`src/rtl/core/sstins_pkg.sv`:
```
// Shared types and codes for the sorted seed table.
package sstins_pkg;

   // operation codes on req_func
   localparam logic [1:0] FUNC_INSERT = 2'd0;
   localparam logic [1:0] FUNC_READ   = 2'd1;
   localparam logic [1:0] FUNC_CLEAR  = 2'd2;

   // result status codes
   localparam logic [2:0] ST_INSERTED  = 3'd0;
   localparam logic [2:0] ST_CONTAINED = 3'd1;
   localparam logic [2:0] ST_FULL      = 3'd2;
   localparam logic [2:0] ST_READ_OK   = 3'd3;
   localparam logic [2:0] ST_EMPTY     = 3'd4;
   localparam logic [2:0] ST_CLEARED   = 3'd5;

   // read address sources for the table memory
   localparam logic [2:0] RD_FIRST = 3'd0;   // entry zero, start of a scan
   localparam logic [2:0] RD_INDEX = 3'd1;   // requested index
   localparam logic [2:0] RD_SCAN  = 3'd2;   // entry after the one under test
   localparam logic [2:0] RD_TOP   = 3'd3;   // last occupied entry
   localparam logic [2:0] RD_SHIFT = 3'd4;   // source of the next shift move

   localparam int TOTAL_W = 7;
   localparam int INDEX_W = 6;

   typedef struct packed {
      logic [15:0] chrom;
      logic [15:0] read_first;
      logic [15:0] read_last;
      logic [31:0] genome_first;
      logic [31:0] genome_last;
   } sstins_entry_type;

   typedef struct packed {
      logic       latch;       // capture request fields
      logic [2:0] rd_sel;      // table read address source
      logic       scan_adv;    // advance the scan pointer
      logic       sh_init;     // load the shift pointer with the count
      logic       sh_step;     // move one entry up, step the pointer down
      logic       put_seed;    // write the new seed, bump the count
      logic       cnt_clr;     // empty the table
      logic       rsp_fire;    // emit one result beat
      logic [2:0] rsp_st;
      logic       rsp_data;    // result carries the entry read
   } sstins_cmd_type;

   typedef struct packed {
      logic scan_done;   // scan pointer reached the count
      logic scan_stop;   // entry under test sorts above the new seed
      logic scan_hit;    // entry under test contains the new seed
      logic full;
      logic sh_at_pos;   // shift pointer reached the insertion point
      logic idx_ok;      // requested index is occupied
   } sstins_stat_type;

endpackage

```
`src/rtl/core/sstins_ctrl.sv`:
```
// Operation sequencer for the sorted seed table.
module sstins_ctrl
   import sstins_pkg::*;
(
   input  logic            clock,
   input  logic            reset,
   input  logic            start,
   input  logic [1:0]      req_func,
   input  sstins_stat_type stat,
   output sstins_cmd_type  cmd,
   output logic            busy
);

   localparam logic [2:0] S_IDLE  = 3'd0;
   localparam logic [2:0] S_SCAN  = 3'd1;
   localparam logic [2:0] S_PREP  = 3'd2;
   localparam logic [2:0] S_SHIFT = 3'd3;
   localparam logic [2:0] S_READ  = 3'd4;

   logic [2:0] state_ff, state_in;

   always_comb begin
      state_in = state_ff;
      cmd      = '0;
      cmd.rd_sel = RD_FIRST;
      unique case (state_ff)
         S_IDLE: begin
            cmd.rd_sel = (req_func == FUNC_INSERT) ? RD_FIRST : RD_INDEX;
            if (start) begin
               cmd.latch = 1'b1;
               case (req_func)
                  FUNC_INSERT: state_in = S_SCAN;
                  FUNC_CLEAR: begin
                     cmd.cnt_clr  = 1'b1;
                     cmd.rsp_fire = 1'b1;
                     cmd.rsp_st   = ST_CLEARED;
                  end
                  default: state_in = S_READ;
               endcase
            end
         end
         S_READ: begin
            cmd.rsp_fire = 1'b1;
            cmd.rsp_data = stat.idx_ok;
            cmd.rsp_st   = stat.idx_ok ? ST_READ_OK : ST_EMPTY;
            state_in     = S_IDLE;
         end
         S_SCAN: begin
            cmd.rd_sel = RD_SCAN;
            if (stat.scan_done || stat.scan_stop) begin
               if (stat.full) begin
                  cmd.rsp_fire = 1'b1;
                  cmd.rsp_st   = ST_FULL;
                  state_in     = S_IDLE;
               end else begin
                  state_in = S_PREP;
               end
            end else if (stat.scan_hit) begin
               cmd.rsp_fire = 1'b1;
               cmd.rsp_st   = ST_CONTAINED;
               state_in     = S_IDLE;
            end else begin
               cmd.scan_adv = 1'b1;
            end
         end
         S_PREP: begin
            cmd.rd_sel  = RD_TOP;
            cmd.sh_init = 1'b1;
            state_in    = S_SHIFT;
         end
         S_SHIFT: begin
            cmd.rd_sel = RD_SHIFT;
            if (stat.sh_at_pos) begin
               cmd.put_seed = 1'b1;
               cmd.rsp_fire = 1'b1;
               cmd.rsp_st   = ST_INSERTED;
               state_in     = S_IDLE;
            end else begin
               cmd.sh_step = 1'b1;
            end
         end
         default: state_in = S_IDLE;
      endcase
   end

   always_ff @(posedge clock) begin
      if (reset) begin
         state_ff <= S_IDLE;
      end else begin
         state_ff <= state_in;
      end
   end

   assign busy = (state_ff != S_IDLE);

endmodule

```
`config.mk`:
```
export PLATFORM = sky130hd
export DESIGN_NAME = sstins_ctrl
export DESIGN_NICKNAME = d
export VERILOG_FILES = /design/src/rtl/core/sstins_pkg.sv /design/src/rtl/core/sstins_ctrl.sv
export SDC_FILE = /design/constraint.sdc
export NUM_CORES = 1
export LEC_CHECK = 0
export BUFFER_PORTS_ARGS = -buffer_cell sky130_fd_sc_hd__buf_2
export CORE_AREA = 2 2 39 41
export CTS_BUF_LIST = sky130_fd_sc_hd__clkbuf_16
export DETAILED_ROUTE_END_ITERATION = 10
export DIE_AREA = 0 0 41 43
export HOLD_SLACK_MARGIN = 0.15
export PLACE_DENSITY = 0.53
export SYNTH_ARGS = -nofsm -noshare
export SYNTH_HDL_FRONTEND = slang
export SYNTH_SLANG_ARGS = --single-unit
export TNS_END_PERCENT = 50
```
`constraint.sdc`:
```
create_clock -name clock -period 2.9 [get_ports clock]
set_input_delay 0.145 -clock clock [delete_from_list [all_inputs] [get_ports clock]]
set_output_delay 0.145 -clock clock [all_outputs]
set_load 0.02 [all_outputs]
```
==> impl_summary.txt, run 1 <==
----------------------------------------------------
[Run status]
  Outcome ... completed

[Die]
  Cell row count ... 14
  Initial core utilization ... between 20% and 30%
  CORE AREA ... 0.00138 sq mm
  Width of the die ... slightly above 40 microns
  Area of the die ... between 0.0015 and 0.002 sq mm
  Io pins ... 26
  Die height ... approximately 43 microns

[Setup path]
  Cell breakdown of the critical path ... or3b_4, o2111ai_1, buf_2
  Startpoint types ... flip-flop
  Crit. End Element ... primary output
  Slowest cell on crit path ... sky130_fd_sc_hd__dfxtp_1
  Slowest cell delay on critical path ... 0.52 ns
  Setup Crit Path Kind ... flip-flop to primary output
  Flop-to-flop setup slack ... 1.36 ns
  Reg-to-Reg Start ... state_ff[0]
  Endpoint of the worst-slack reg-to-reg timing path ... state_ff[1]
  Maximum fanout encountered on the critical timing path ... 12
  Required time of the critical path ... 2.76 ns
  Worst EP arrival ... roughly 1.6 ns
  Depth of the worst register-to-register path ... 3

[Pwr]
  Clock share of power ... around two thirds
  Switching pwr ... between 0.07 and 0.08 mW
  Max rail drop VDD ... 0.251 mV
  Power share of the sequential group ... 15.1%
  Power Dens Cells ... 590 mW/mm^2
  Switch share ... 22.6%
  PnR Total Power ... 0.312 mW
  Combinational Power Share ... approximately 17%
  Static leakage ... approximately 0.3 nW
  Internal portion of total power ... between 0.2 and 0.25 mW

[Timing]
  Setup repair after global routing missed its margin ... false
  Final-report setup violation count ... 0
  Transition time at the pin with the least slew margin ... between 0.3 and 0.4 ns
  Final hold vios ... 0
  Tmin final ... ~1.7 ns
  Final Cycle Share ... about three fifths
  Post-Route Setup TNS ... 0 ns
  Final worst clock skew ... between 0.0015 and 0.002 ns
  Setup slack of the critical path after layout ... around 1.2 ns
  Post-Route Hold Slack ... between 0.15 and 0.2 ns
  Slew headroom ... between 70% and 80%
  Highest clock frequency the design can meet ... 572 MHz
  Slew Limit Fails ... 0

[Cells and area]
  Post-route cell area ... roughly 530 sq um
  Filler Cell Count ... 156
  Register with the highest flop count ... state_ff
  Number of flip-flops in the largest register ... 3
  Largest registers ranked by flip-flop count ... state_ff: 3 flops
  Non-filler cells in the finished layout ... approximately 90
  Antenna diode instance count ... 0
  End-of-flow core utilization ... 38.2%
  Number of nets at the end of the flow ... 87
  Fraction of layout instances using a drive strength above 1 ... between 40% and 50%
  Area growth from synthesis to layout ... 68.5%

[Clock tree]
  Worst-skew pair later-pin latency ... ~0.22 ns
  Clock tree from TritonCTS ... done
  Total clock buffers created by CTS ... 3
  H-tree Lvls ... 1
  Post-CTS setup buffer count ... 0
  Resize count post-CTS ... 0
  Clock tree root buffer cell ... sky130_fd_sc_hd__clkbuf_16
  Number of sinks handled by clock tree synthesis ... 3
  Number of hold buffers added after cts ... 1
  Number of buffers on the longest clock path ... 2
  Clock slew seen by the registers of the worst setup and hold paths ... 0.03 ns

[Placement]
  Routability congestion estimate ... between 0.6 and 0.7
  Count of port buffers added during placement ... 25
  Setup WS pre-CTS ... ~1.4 ns
  Placed insts ... 86
  Area post-placement ... about 440 sq um
  Post-detailed-placement half-perimeter wirelength ... slightly above 700 microns

[Drt]
  Average wire per cell in the routed design ... between 10 and 15 microns
  Count of TritonRoute iterations in the first routing pass ... 2
  Detailed-route vias per instance ... ~4.5
  Total number of vias ... a little over 400
  Post-DRT Antenna Nets ... 0
  DRC ... 0
  Routed Wire Length ... between 900 and 1000 microns
  Starting DRC count in detailed routing ... 1

[Yosys]
  Number of synthesized flops with an enable pin ... 0
  Mapped Nets ... 59
  Ranking of synthesized cells by area ... sky130_fd_sc_hd__dfxtp_1 19%, sky130_fd_sc_hd__nor3_1 8.0%, sky130_fd_sc_hd__nand2_1 7.2%
  List of most frequent post-synthesis cells ... 6 x sky130_fd_sc_hd__nand2_1, 5 x sky130_fd_sc_hd__inv_1, 5 x sky130_fd_sc_hd__nor2_1, 5 x sky130_fd_sc_hd__nor3_1
  Sequential cell area fraction in the yosys report ... a little under a fifth
  Leading area contributor after synthesis ... sky130_fd_sc_hd__dfxtp_1
  Dominant synthesized flop cell ... sky130_fd_sc_hd__dfxtp_1
  Flops & latches, synth ... 3
  Syn Inst Count ... 48
  Number of warning messages in the yosys log ... 0
  Number of unique standard cell types used by synthesis ... 25
  Area share of the leading cell type in the synthesized netlist ... 19.1%
  Average size of a mapped cell ... 6.54 sq um
  Top-count cell post-synth ... sky130_fd_sc_hd__nand2_1
  Area of the mapped netlist ... between 300 and 400 sq um
  FFs w/ async S/R, synth ... 0%

[Min path]
  End point of the worst hold path ... state_ff[2]
  Worst Hold Depth ... 3
  Launch point of the worst hold path ... start
  Hold Crit Class ... primary input to flip-flop

[Global routing]
  Antenna violations before repair ... 0
  Via count of the first global-routing pass ... 344
  Residual overflow from global routing ... 0
  Maximum number of pins on one net before global-route repair ... 13
  First-pass GRT wire length ... 1430 microns
  Aggregate global-route resource usage ... between 10% and 20%

[Run]
  Count of max-cap constraint violations ... 0

----------------------------------------------------
## worst max-delay path: cells and delay by family (launching register included)
family,cells,cell delay [ns]
flip-flops,1,0.52
AND/OR/NAND/NOR,1,0.46
AO/OA/AOI/OAI,1,0.21
buffers and inverters,1,0.20
## final cells by class
| cell class | count | area [sq um] | share of cell area, % |
|---|---|---|---|
| Multi-Input combinational cell | 37 | 216 | 40.9 |
| Timing Repair Buffer | 26 | 135 | 25.5 |
| Tap cell | 16 | 20.0 | 3.78 |
| Clock inverter | 1 | 3.75 | 0.709 |
| Inverter | 5 | 18.8 | 3.55 |
| Clock buffer | 3 | 75.1 | 14.2 |
| Sequential cell | 3 | 60.1 | 11.3 |
## layer usage
layer | vias up | wire length, microns | GRT usage (%)
met5 | - | 0 | 0
met4 | 0 | 0 | 2.00
met3 | 0 | 88 | 4.71
met2 | 19 | 383 | 16.3
met1 | 174 | 448 | 16.3
li1 | 219 | - | -
## cell usage in the layout, fill, tap and decap left out, types with 2 or more instances in the layout
| master | synthesis | final |
|---|---|---|
| sky130_fd_sc_hd__buf_2 | 0 | 25 |
| sky130_fd_sc_hd__clkbuf_16 | 0 | 3 |
| sky130_fd_sc_hd__dfxtp_1 | 3 | 3 |
| sky130_fd_sc_hd__inv_1 | 5 | 6 |
| sky130_fd_sc_hd__nand2_1 | 6 | 6 |
| sky130_fd_sc_hd__nand3_1 | 2 | 2 |
| sky130_fd_sc_hd__nor2_1 | 5 | 5 |
| sky130_fd_sc_hd__nor3_1 | 5 | 5 |
| sky130_fd_sc_hd__o21ai_0 | 3 | 3 |
## power groups by stage
stage                     sequential [mW]  clock (mW)  combinational (mW)
after detailed placement           0.0478           0              0.0513
after global routing               0.0480       0.220              0.0582
after CTS                          0.0472       0.214              0.0526
after global placement             0.0477           0              0.0510
after floorplan                    0.0442           0              0.0334
final                              0.0473       0.213              0.0523
## logic make-up after synthesis
family / count (synthesis) / synth area share (%)
AO/OA/AOI/OAI: 8 / 17.5
flip-flops: 3 / 19.1
XOR/XNOR: 1 / 2.79
AND/OR/NAND/NOR: 28 / 48.6
buffers and inverters: 8 / 12.0
## how the worst max path moves through the flow
stage           startpoint     endpoint  slack, ns  depth (start not counted)
2_1_floorplan  state_ff[1]       cmd[2]       1.43                          3
3_3_place_gp   state_ff[0]       cmd[1]       1.38                          4
3_5_place_dp   state_ff[0]  state_ff[1]       1.36                          3
4_1_cts        state_ff[0]       cmd[4]       1.16                          3
5_1_grt        state_ff[0]       cmd[4]       1.07                          4
6_report       state_ff[0]       cmd[4]       1.15                          3
(Power assumes the default switching activity.)
==> run 2, diff against run 1 <==
--- a/config.mk
+++ b/config.mk
@@ -11,7 +11,7 @@
 export DETAILED_ROUTE_END_ITERATION = 10
 export DIE_AREA = 0 0 41 43
 export HOLD_SLACK_MARGIN = 0.15
-export PLACE_DENSITY = 0.53
+export PLACE_DENSITY = 0.55
 export SYNTH_ARGS = -nofsm -noshare
 export SYNTH_HDL_FRONTEND = slang
 export SYNTH_SLANG_ARGS = --single-unit
==> constraint.sdc (replaced) <==
create_clock -name clock -period 1.5 [get_ports clock]
set_input_delay 0.075 -clock clock [delete_from_list [all_inputs] [get_ports clock]]
set_output_delay 0.075 -clock clock [all_outputs]
set_load 0.02 [all_outputs]
==> run 2 against run 1 <==
  * Via count up 9.0%
  * Register-to-register slack worse by 1.2 ns
  * Cell count is 8.8% higher
  * Total power grew 100%
  * Clock power is 94% higher
  * Hold slack barely moved
  * Cell area increased by 15%
  * Sequential power is 86% higher
  * Flip-flop and latch count is the same
  * Clock skew is essentially flat
  * Utilization is 5.7 points higher
  * Critical endpoint unchanged
==> impl_summary.txt, run 2 (synthesized netlist as in run 1, its figures left out) <==
----------------------------------------------------
[Timing]
  Highest clock frequency the design can meet ... around 690 MHz
  Post-Route Setup TNS ... 0 ns (unchanged)
  Transition time at the pin with the least slew margin ... 0.277 ns (-0.0809 ns)
  Slew Limit Fails ... 0 (unchanged)
  Slew headroom ... 81.3% (+5.2 points)
  Tmin final ... around 1.4 ns
  Final Cycle Share ... about 96%
  Post-Route Hold Slack ... 0.200 ns (-0.000249 ns)
  Final-report setup violation count ... 0 (unchanged)
  Setup repair after global routing missed its margin ... false
  Final hold vios ... 0 (unchanged)
  Final worst clock skew ... 0.00158 ns (-0.000416 ns)

[Setup path]
  Depth of the worst register-to-register path ... 3 (unchanged)
  Setup Crit Path Kind ... flip-flop to primary output
  Startpoint types ... flip-flop
  Worst Setup SP ... state_ff[1]
  Endpoint of the worst-slack reg-to-reg timing path ... state_ff[1]
  Capturing element of the worst setup path ... cmd[4]
  Flop-to-flop setup slack ... 0.15 ns (-1.21 ns)
  Worst EP arrival ... 1.37 ns (-0.23 ns)
  Required time of the critical path ... 1.42 ns (-1.34 ns)
  Maximum fanout encountered on the critical timing path ... 6 (-6)
  Reg-to-Reg Start ... state_ff[1]
  Crit. End Element ... primary output

[Cells and area]
  Fraction of layout instances using a drive strength above 1 ... 47.0% (+7.0 points)
  Number of flip-flops in the largest register ... 3 (unchanged)
  Most used cells in the layout excluding fill and tap cells ... 24 x sky130_fd_sc_hd__buf_2, 6 x sky130_fd_sc_hd__inv_1, 6 x sky130_fd_sc_hd__nand2_1, 6 x sky130_fd_sc_hd__buf_4, 5 x sky130_fd_sc_hd__nor2_1
  Antenna diode instance count ... 0 (unchanged)
  Largest registers ranked by flip-flop count ... state_ff: 3 flops
  Number of nets at the end of the flow ... 95 (+9.2%)
  Area growth from synthesis to layout ... 93.6%
  Commonest non-fill, non-tap cell in the layout ... sky130_fd_sc_hd__buf_2
  Filler Cell Count ... 141 (-9.6%)
  Register with the highest flop count ... state_ff

[Global routing]
  Aggregate global-route resource usage ... 13.5% (+2.0 points)
  Antenna violations before repair ... 0 (unchanged)
  First-pass GRT wire length ... 1580 microns (+11%)
  Maximum number of pins on one net before global-route repair ... 7 (-6)
  Via count of the first global-routing pass ... 397 (+15%)
  Residual overflow from global routing ... 0 (unchanged)

[Die]
  Width of the die ... 41 microns (unchanged)
  Cell row count ... 14 (unchanged)
  CORE AREA ... 0.00138 sq mm (unchanged)
  Die height ... 43 microns (unchanged)
  Initial core utilization ... 22.7% (unchanged)
  Io pins ... 26 (unchanged)
  Area of the die ... 0.00176 sq mm (unchanged)

[Pwr]
  Static leakage ... 0.344 nW (+14%)
  Max rail drop VDD ... 0.871 mV (+250%)
  Power Dens Cells ... 1030 mW/mm^2 (+74%)

[Clock tree]
  Clock tree from TritonCTS ... done
  Number of buffers on the longest clock path ... 2 (unchanged)
  Number of sinks handled by clock tree synthesis ... 3 (unchanged)
  H-tree Lvls ... 1 (unchanged)
  Total clock buffers created by CTS ... 3 (unchanged)
  Clock slew seen by the registers of the worst setup and hold paths ... 0.03 ns (about the same)
  Clock tree root buffer cell ... sky130_fd_sc_hd__clkbuf_16
  Worst-skew pair later-pin latency ... 0.22 ns (about the same)

[Run]
  Count of max-cap constraint violations ... 0 (unchanged)

[Min path]
  Hold Crit Class ... primary input to flip-flop

[Drt]
  Count of TritonRoute iterations in the first routing pass ... 4 (+2)
  Total number of vias ... 449 (+9.0%)
  Routed Wire Length ... 1010 microns (+9.6%)
  DRC ... 0 (unchanged)
  Detailed-route vias per instance ... 4.54 (+0.17%)
  Starting DRC count in detailed routing ... 7 (+6)
  Average wire per cell in the routed design ... 10.2 microns (+0.72%)
  Post-DRT Antenna Nets ... 0 (unchanged)

[Placement]
  Count of port buffers added during placement ... 25 (unchanged)
  Post-detailed-placement half-perimeter wirelength ... 786 microns (+9.8%)
  Routability congestion estimate ... 0.713 (+2.3%)

[Run status]
  Outcome ... completed

----------------------------------------------------
[run 2: worst min-delay path by stage]
stage / startpoint / to / slack (ns) / cells after the start
after floorplan: reset / state_ff[1] / 0.14 / 1
after detailed placement: reset / state_ff[1] / 0.29 / 2
after global placement: reset / state_ff[1] / 0.28 / 2
after global routing: stat[1] / state_ff[1] / 0.21 / 4
final: stat[1] / state_ff[1] / 0.20 / 4
after CTS: req_func[0] / state_ff[2] / 0.15 / 2
[run 2: final cells by class]
class                           count  area, sq um  area share [%]
Multi-Input combinational cell     37          221            36.4
Timing Repair Buffer               34          205            33.7
Clock buffer                        3         75.1            12.3
Sequential cell                     3         63.8            10.5
Tap cell                           16         20.0            3.29
Inverter                            5         18.8            3.09
Clock inverter                      1         3.75           0.617
[run 2: routing by layer]
metal | GRT usage, % | routed length, microns
met5 | 0 | 0
met2 | 20.6 | 470
met3 | 7.85 | 88
met1 | 15.3 | 448
met4 | 4.00 | 0
[run 2: what timing repair did]
action                                 in CTS  in global routing
hold buffers                                3                  1
endpoints found under the hold margin       3                  1
pin swaps                                   1                  3
resized for setup                           2                  3
setup endpoints to repair                   3                  3
setup buffers                               0                  0
[run 2: per-stage QoR]
stage | instance area (sq um) | cells | utilization [%] | worst slack, ns | power [mW]
detailed placement | 478 | 91 | 34.5 | 0.138 | 0.201
floorplan | 314 | 48 | - | 0.104 | 0.150
global route | 608 | 99 | 43.9 | 0.00120 | 0.660
CTS | 593 | 98 | 42.9 | 0.0200 | 0.629
global placement | 478 | 91 | 34.5 | 0.179 | 0.201
finish | 608 | 99 | 43.9 | 0.0572 | 0.624
[run 2: worst max-delay path, cell delays in order (launching register included)]
cell	delay, ns
sky130_fd_sc_hd__dfxtp_2	0.34
sky130_fd_sc_hd__or3b_4	0.42
sky130_fd_sc_hd__o2111ai_1	0.19
sky130_fd_sc_hd__buf_2	0.19
[run 2: power breakdown]
part / switching, mW / internal [mW]
Clock: 0.0702 / 0.343
Sequential: 0.00395 / 0.0839
Combinational: 0.0672 / 0.0553
==> run 3, diff against run 2 <==
--- a/config.mk
+++ b/config.mk
@@ -5,13 +5,14 @@
 export SDC_FILE = /design/constraint.sdc
 export NUM_CORES = 1
 export LEC_CHECK = 0
+export ABC_AREA = 1
 export BUFFER_PORTS_ARGS = -buffer_cell sky130_fd_sc_hd__buf_2
 export CORE_AREA = 2 2 39 41
 export CTS_BUF_LIST = sky130_fd_sc_hd__clkbuf_16
 export DETAILED_ROUTE_END_ITERATION = 10
 export DIE_AREA = 0 0 41 43
 export HOLD_SLACK_MARGIN = 0.15
-export PLACE_DENSITY = 0.55
+export PLACE_DENSITY = 0.58
 export SYNTH_ARGS = -nofsm -noshare
 export SYNTH_HDL_FRONTEND = slang
 export SYNTH_SLANG_ARGS = --single-unit
==> run 3 against run 2 <==
  * Hold slack got worse by 0.0022 ns
  * First-iteration DRC count down 43%
  * Sequential share of layout area down 0.19 points
  * Critical path depth rose by 3
  * Cell count up 9.1%
  * Die area is the same
  * Cell area decreased by 4.1%
  * Utilization fell by 1.8 points
  * Total power up 6.9%
  * Largest cell class unchanged
  * Largest power group unchanged
  * Highest routed layer unchanged
==> impl_summary.txt, run 3 <==
----------------------------------------------------
[Setup path]
  Worst EP arrival ... 1.30 ns (-0.07 ns)
  Crit. End Element ... primary output
  Reg-to-Reg Start ... state_ff[2]
  Cell breakdown of the critical path ... inv_2, nand3_4, nor2_4, nand3_2, o21ai_0, buf_2
  Required time of the critical path ... 1.42 ns (about the same)
  Maximum fanout encountered on the critical timing path ... 7 (+1)
  Slowest cell delay on critical path ... 0.33 ns (-0.09 ns)
  Flop-to-flop setup slack ... 0.47 ns (+0.32 ns)
  Slowest cell on crit path ... sky130_fd_sc_hd__dfxtp_1
  Worst Setup SP ... state_ff[1]
  Startpoint types ... flip-flop
  Endpoint of the worst-slack reg-to-reg timing path ... state_ff[0]
  Depth of the worst register-to-register path ... 7 (+4)
  Setup Crit Path Kind ... flip-flop to primary output

[Pwr]
  Power Dens Cells ... 1140 mW/mm^2 (+12%)
  Power share of the sequential group ... 13.5% (-0.6 points)
  Internal portion of total power ... 0.488 mW (+1.1%)
  Switch share ... 26.9% (+4.2 points)
  Max rail drop VDD ... 0.646 mV (-26%)
  Combinational Power Share ... 24.6% (+5.0 points)
  Static leakage ... 0.370 nW (+7.5%)
  Switching pwr ... 0.179 mW (+27%)
  Clock share of power ... 61.9% (-4.4 points)

[Cells and area]
  Non-filler cells in the finished layout ... 108 (+9.1%)
  Register with the highest flop count ... state_ff
  Largest registers ranked by flip-flop count ... state_ff: 3 flops
  Multi-input gate area in the final layout ... 233 sq um (+5.1%)
  Storage element area ... 60.1 sq um (-5.9%)
  Commonest non-fill, non-tap cell in the layout ... sky130_fd_sc_hd__buf_2
  Area growth from synthesis to layout ... 67.0%
  Antenna diode instance count ... 0 (unchanged)
  Fraction of layout instances using a drive strength above 1 ... 40.2% (-6.8 points)
  Filler Cell Count ... 153 (+8.5%)
  Most used cells in the layout excluding fill and tap cells ... 25 x sky130_fd_sc_hd__buf_2, 13 x sky130_fd_sc_hd__inv_1, 11 x sky130_fd_sc_hd__nand2_1
  Number of nets at the end of the flow ... 104 (+9.5%)
  Number of flip-flops in the largest register ... 3 (unchanged)

[Timing]
  Final-report setup violation count ... 0 (unchanged)
  Post-Route Setup TNS ... 0 ns (unchanged)
  Setup repair after global routing missed its margin ... false
  Final Cycle Share ... 91.4% (-4.7 points)
  Slew headroom ... 85.9% (+4.6 points)
  Slew Limit Fails ... 0 (unchanged)
  Transition time at the pin with the least slew margin ... 0.211 ns (-0.0653 ns)
  Highest clock frequency the design can meet ... 729 MHz (+5.2%)
  Tmin final ... 1.37 ns (-0.0712 ns)
  Final worst clock skew ... 0.000195 ns (-0.00139 ns)
  Final hold vios ... 0 (unchanged)

[Clock tree]
  Clock slew seen by the registers of the worst setup and hold paths ... 0.03 ns (about the same)
  Number of buffers on the longest clock path ... 2 (unchanged)
  Number of hold buffers added after cts ... 1 (-2)
  Number of sinks handled by clock tree synthesis ... 3 (unchanged)
  Clock tree from TritonCTS ... done
  H-tree Lvls ... 1 (unchanged)
  Total clock buffers created by CTS ... 3 (unchanged)
  Resize count post-CTS ... 0 (-2)
  Clock tree root buffer cell ... sky130_fd_sc_hd__clkbuf_16
  Worst-skew pair later-pin latency ... 0.22 ns (about the same)
  Post-CTS setup buffer count ... 0 (unchanged)

[Global routing]
  First-pass GRT wire length ... 1590 microns (+0.44%)
  Maximum number of pins on one net before global-route repair ... 8 (+1)
  Residual overflow from global routing ... 0 (unchanged)
  Via count of the first global-routing pass ... 454 (+14%)
  Antenna violations before repair ... 0 (unchanged)
  Aggregate global-route resource usage ... 13.3% (-0.27 points)

[Yosys]
  Sequential cell area fraction in the yosys report ... 17.2% (-1.9 points)
  Top-count cell post-synth ... sky130_fd_sc_hd__inv_1
  Ranking of synthesized cells by area ... sky130_fd_sc_hd__dfxtp_1 17%, sky130_fd_sc_hd__inv_1 13%, sky130_fd_sc_hd__nand2_1 12%
  Dominant synthesized flop cell ... sky130_fd_sc_hd__dfxtp_1
  List of most frequent post-synthesis cells ... 12 x sky130_fd_sc_hd__inv_1, 11 x sky130_fd_sc_hd__nand2_1, 10 x sky130_fd_sc_hd__nor2_1, 5 x sky130_fd_sc_hd__nand3_1
  Syn Inst Count ... 62 (+29%)
  Number of warning messages in the yosys log ... 0 (unchanged)
  Area of the mapped netlist ... 349 sq um (+11%)
  Flops & latches, synth ... 3 (unchanged)
  Leading area contributor after synthesis ... sky130_fd_sc_hd__dfxtp_1
  FFs w/ async S/R, synth ... 0% (unchanged)
  Area share of the leading cell type in the synthesized netlist ... 17.2% (-1.9 points)
  Mapped Nets ... 73 (+24%)
  Average size of a mapped cell ... 5.63 sq um (-14%)
  Number of synthesized flops with an enable pin ... 0 (unchanged)
  Number of unique standard cell types used by synthesis ... 15 (-40%)

[Drt]
  Routed Wire Length ... 984 microns (-2.3%)
  Total number of vias ... 469 (+4.5%)
  Starting DRC count in detailed routing ... 4 (-3)
  DRC ... 0 (unchanged)
  Count of TritonRoute iterations in the first routing pass ... 2 (-2)
  Post-DRT Antenna Nets ... 0 (unchanged)
  Detailed-route vias per instance ... 4.34 (-4.3%)
  Average wire per cell in the routed design ... 9.11 microns (-10%)

[Die]
  Area of the die ... 0.00176 sq mm (unchanged)
  Width of the die ... 41 microns (unchanged)
  Die height ... 43 microns (unchanged)
  Initial core utilization ... 25.2% (+2.5 points)
  Cell row count ... 14 (unchanged)
  CORE AREA ... 0.00138 sq mm (unchanged)
  Io pins ... 26 (unchanged)

[Min path]
  End point of the worst hold path ... state_ff[1]
  Worst Hold Depth ... 4 (unchanged)
  Hold Crit Class ... primary input to flip-flop
  Launch point of the worst hold path ... stat[1]

[Placement]
  Placed insts ... 103 (+13%)
  Routability congestion estimate ... 0.707 (-0.73%)
  Count of port buffers added during placement ... 25 (unchanged)
  Post-detailed-placement half-perimeter wirelength ... 828 microns (+5.3%)

[Run]
  Count of max-cap constraint violations ... 0 (unchanged)

[Run status]
  Outcome ... completed

----------------------------------------------------
[run 3: cell families after synthesis]
group | share of synthesized area [%]
compound gates | 14.0
buf+inv | 16.1
flops | 17.2
simple gates | 52.7
[run 3: area by class of cell]
type | instances | area share (%)
multi-input combinational | 44 | 39.9
timing repair buffer | 26 | 23.2
clock buffer | 3 | 12.9
sequential | 3 | 10.3
inverter | 15 | 9.66
tap | 16 | 3.43
clock inverter | 1 | 0.644
[run 3: through the flow]
step	total power [mW]	hold slack (ns)	utilization (%)	area (sq um)	setup slack (ns)
4_1_cts	0.680	0.198	42.1	583	0.123
6_report	0.667	0.197	42.1	583	0.128
3_3_place_gp	0.253	0.272	35.7	494	0.377
3_5_place_dp	0.255	0.276	35.7	494	0.363
2_1_floorplan	0.200	0.144	-	349	0.292
5_1_grt	0.710	0.226	42.1	583	0.0217
[run 3: how the worst max path moves through the flow]
| stage | slack [ns] | to | cells past startpoint |
|---|---|---|---|
| after global routing | 0.02 | cmd[3] | 6 |
| after floorplan | 0.29 | cmd[3] | 5 |
| final | 0.13 | cmd[3] | 6 |
| after detailed placement | 0.36 | cmd[3] | 6 |
| after global placement | 0.38 | cmd[3] | 6 |
| after CTS | 0.12 | cmd[3] | 6 |
[run 3: critical path: cells and delay by family (launching register included)]
| family | cells | cell delay, ns |
|---|---|---|
| and+or+nand+nor | 3 | 0.32 |
| AOI/OAI and AO/OA | 1 | 0.09 |
| DFF | 1 | 0.33 |
| buffers and inverters | 2 | 0.32 |
[run 3: metal layers]
metal | GRT usage, % | vias up | routed length (microns)
met5 | 0 | - | 0
met1 | 12.9 | 200 | 401
met4 | 6.00 | 0 | 0
li1 | - | 255 | -
met2 | 23.1 | 14 | 506
met3 | 4.71 | 0 | 77
[run 3: power by group through the flow]
stage               clock [mW]  sequential (mW)  combinational (mW)
CTS                      0.424           0.0903               0.166
floorplan                    0           0.0905               0.110
finish                   0.413           0.0903               0.164
global placement             0           0.0911               0.162
global route             0.437           0.0910               0.182
detailed placement           0           0.0913               0.164
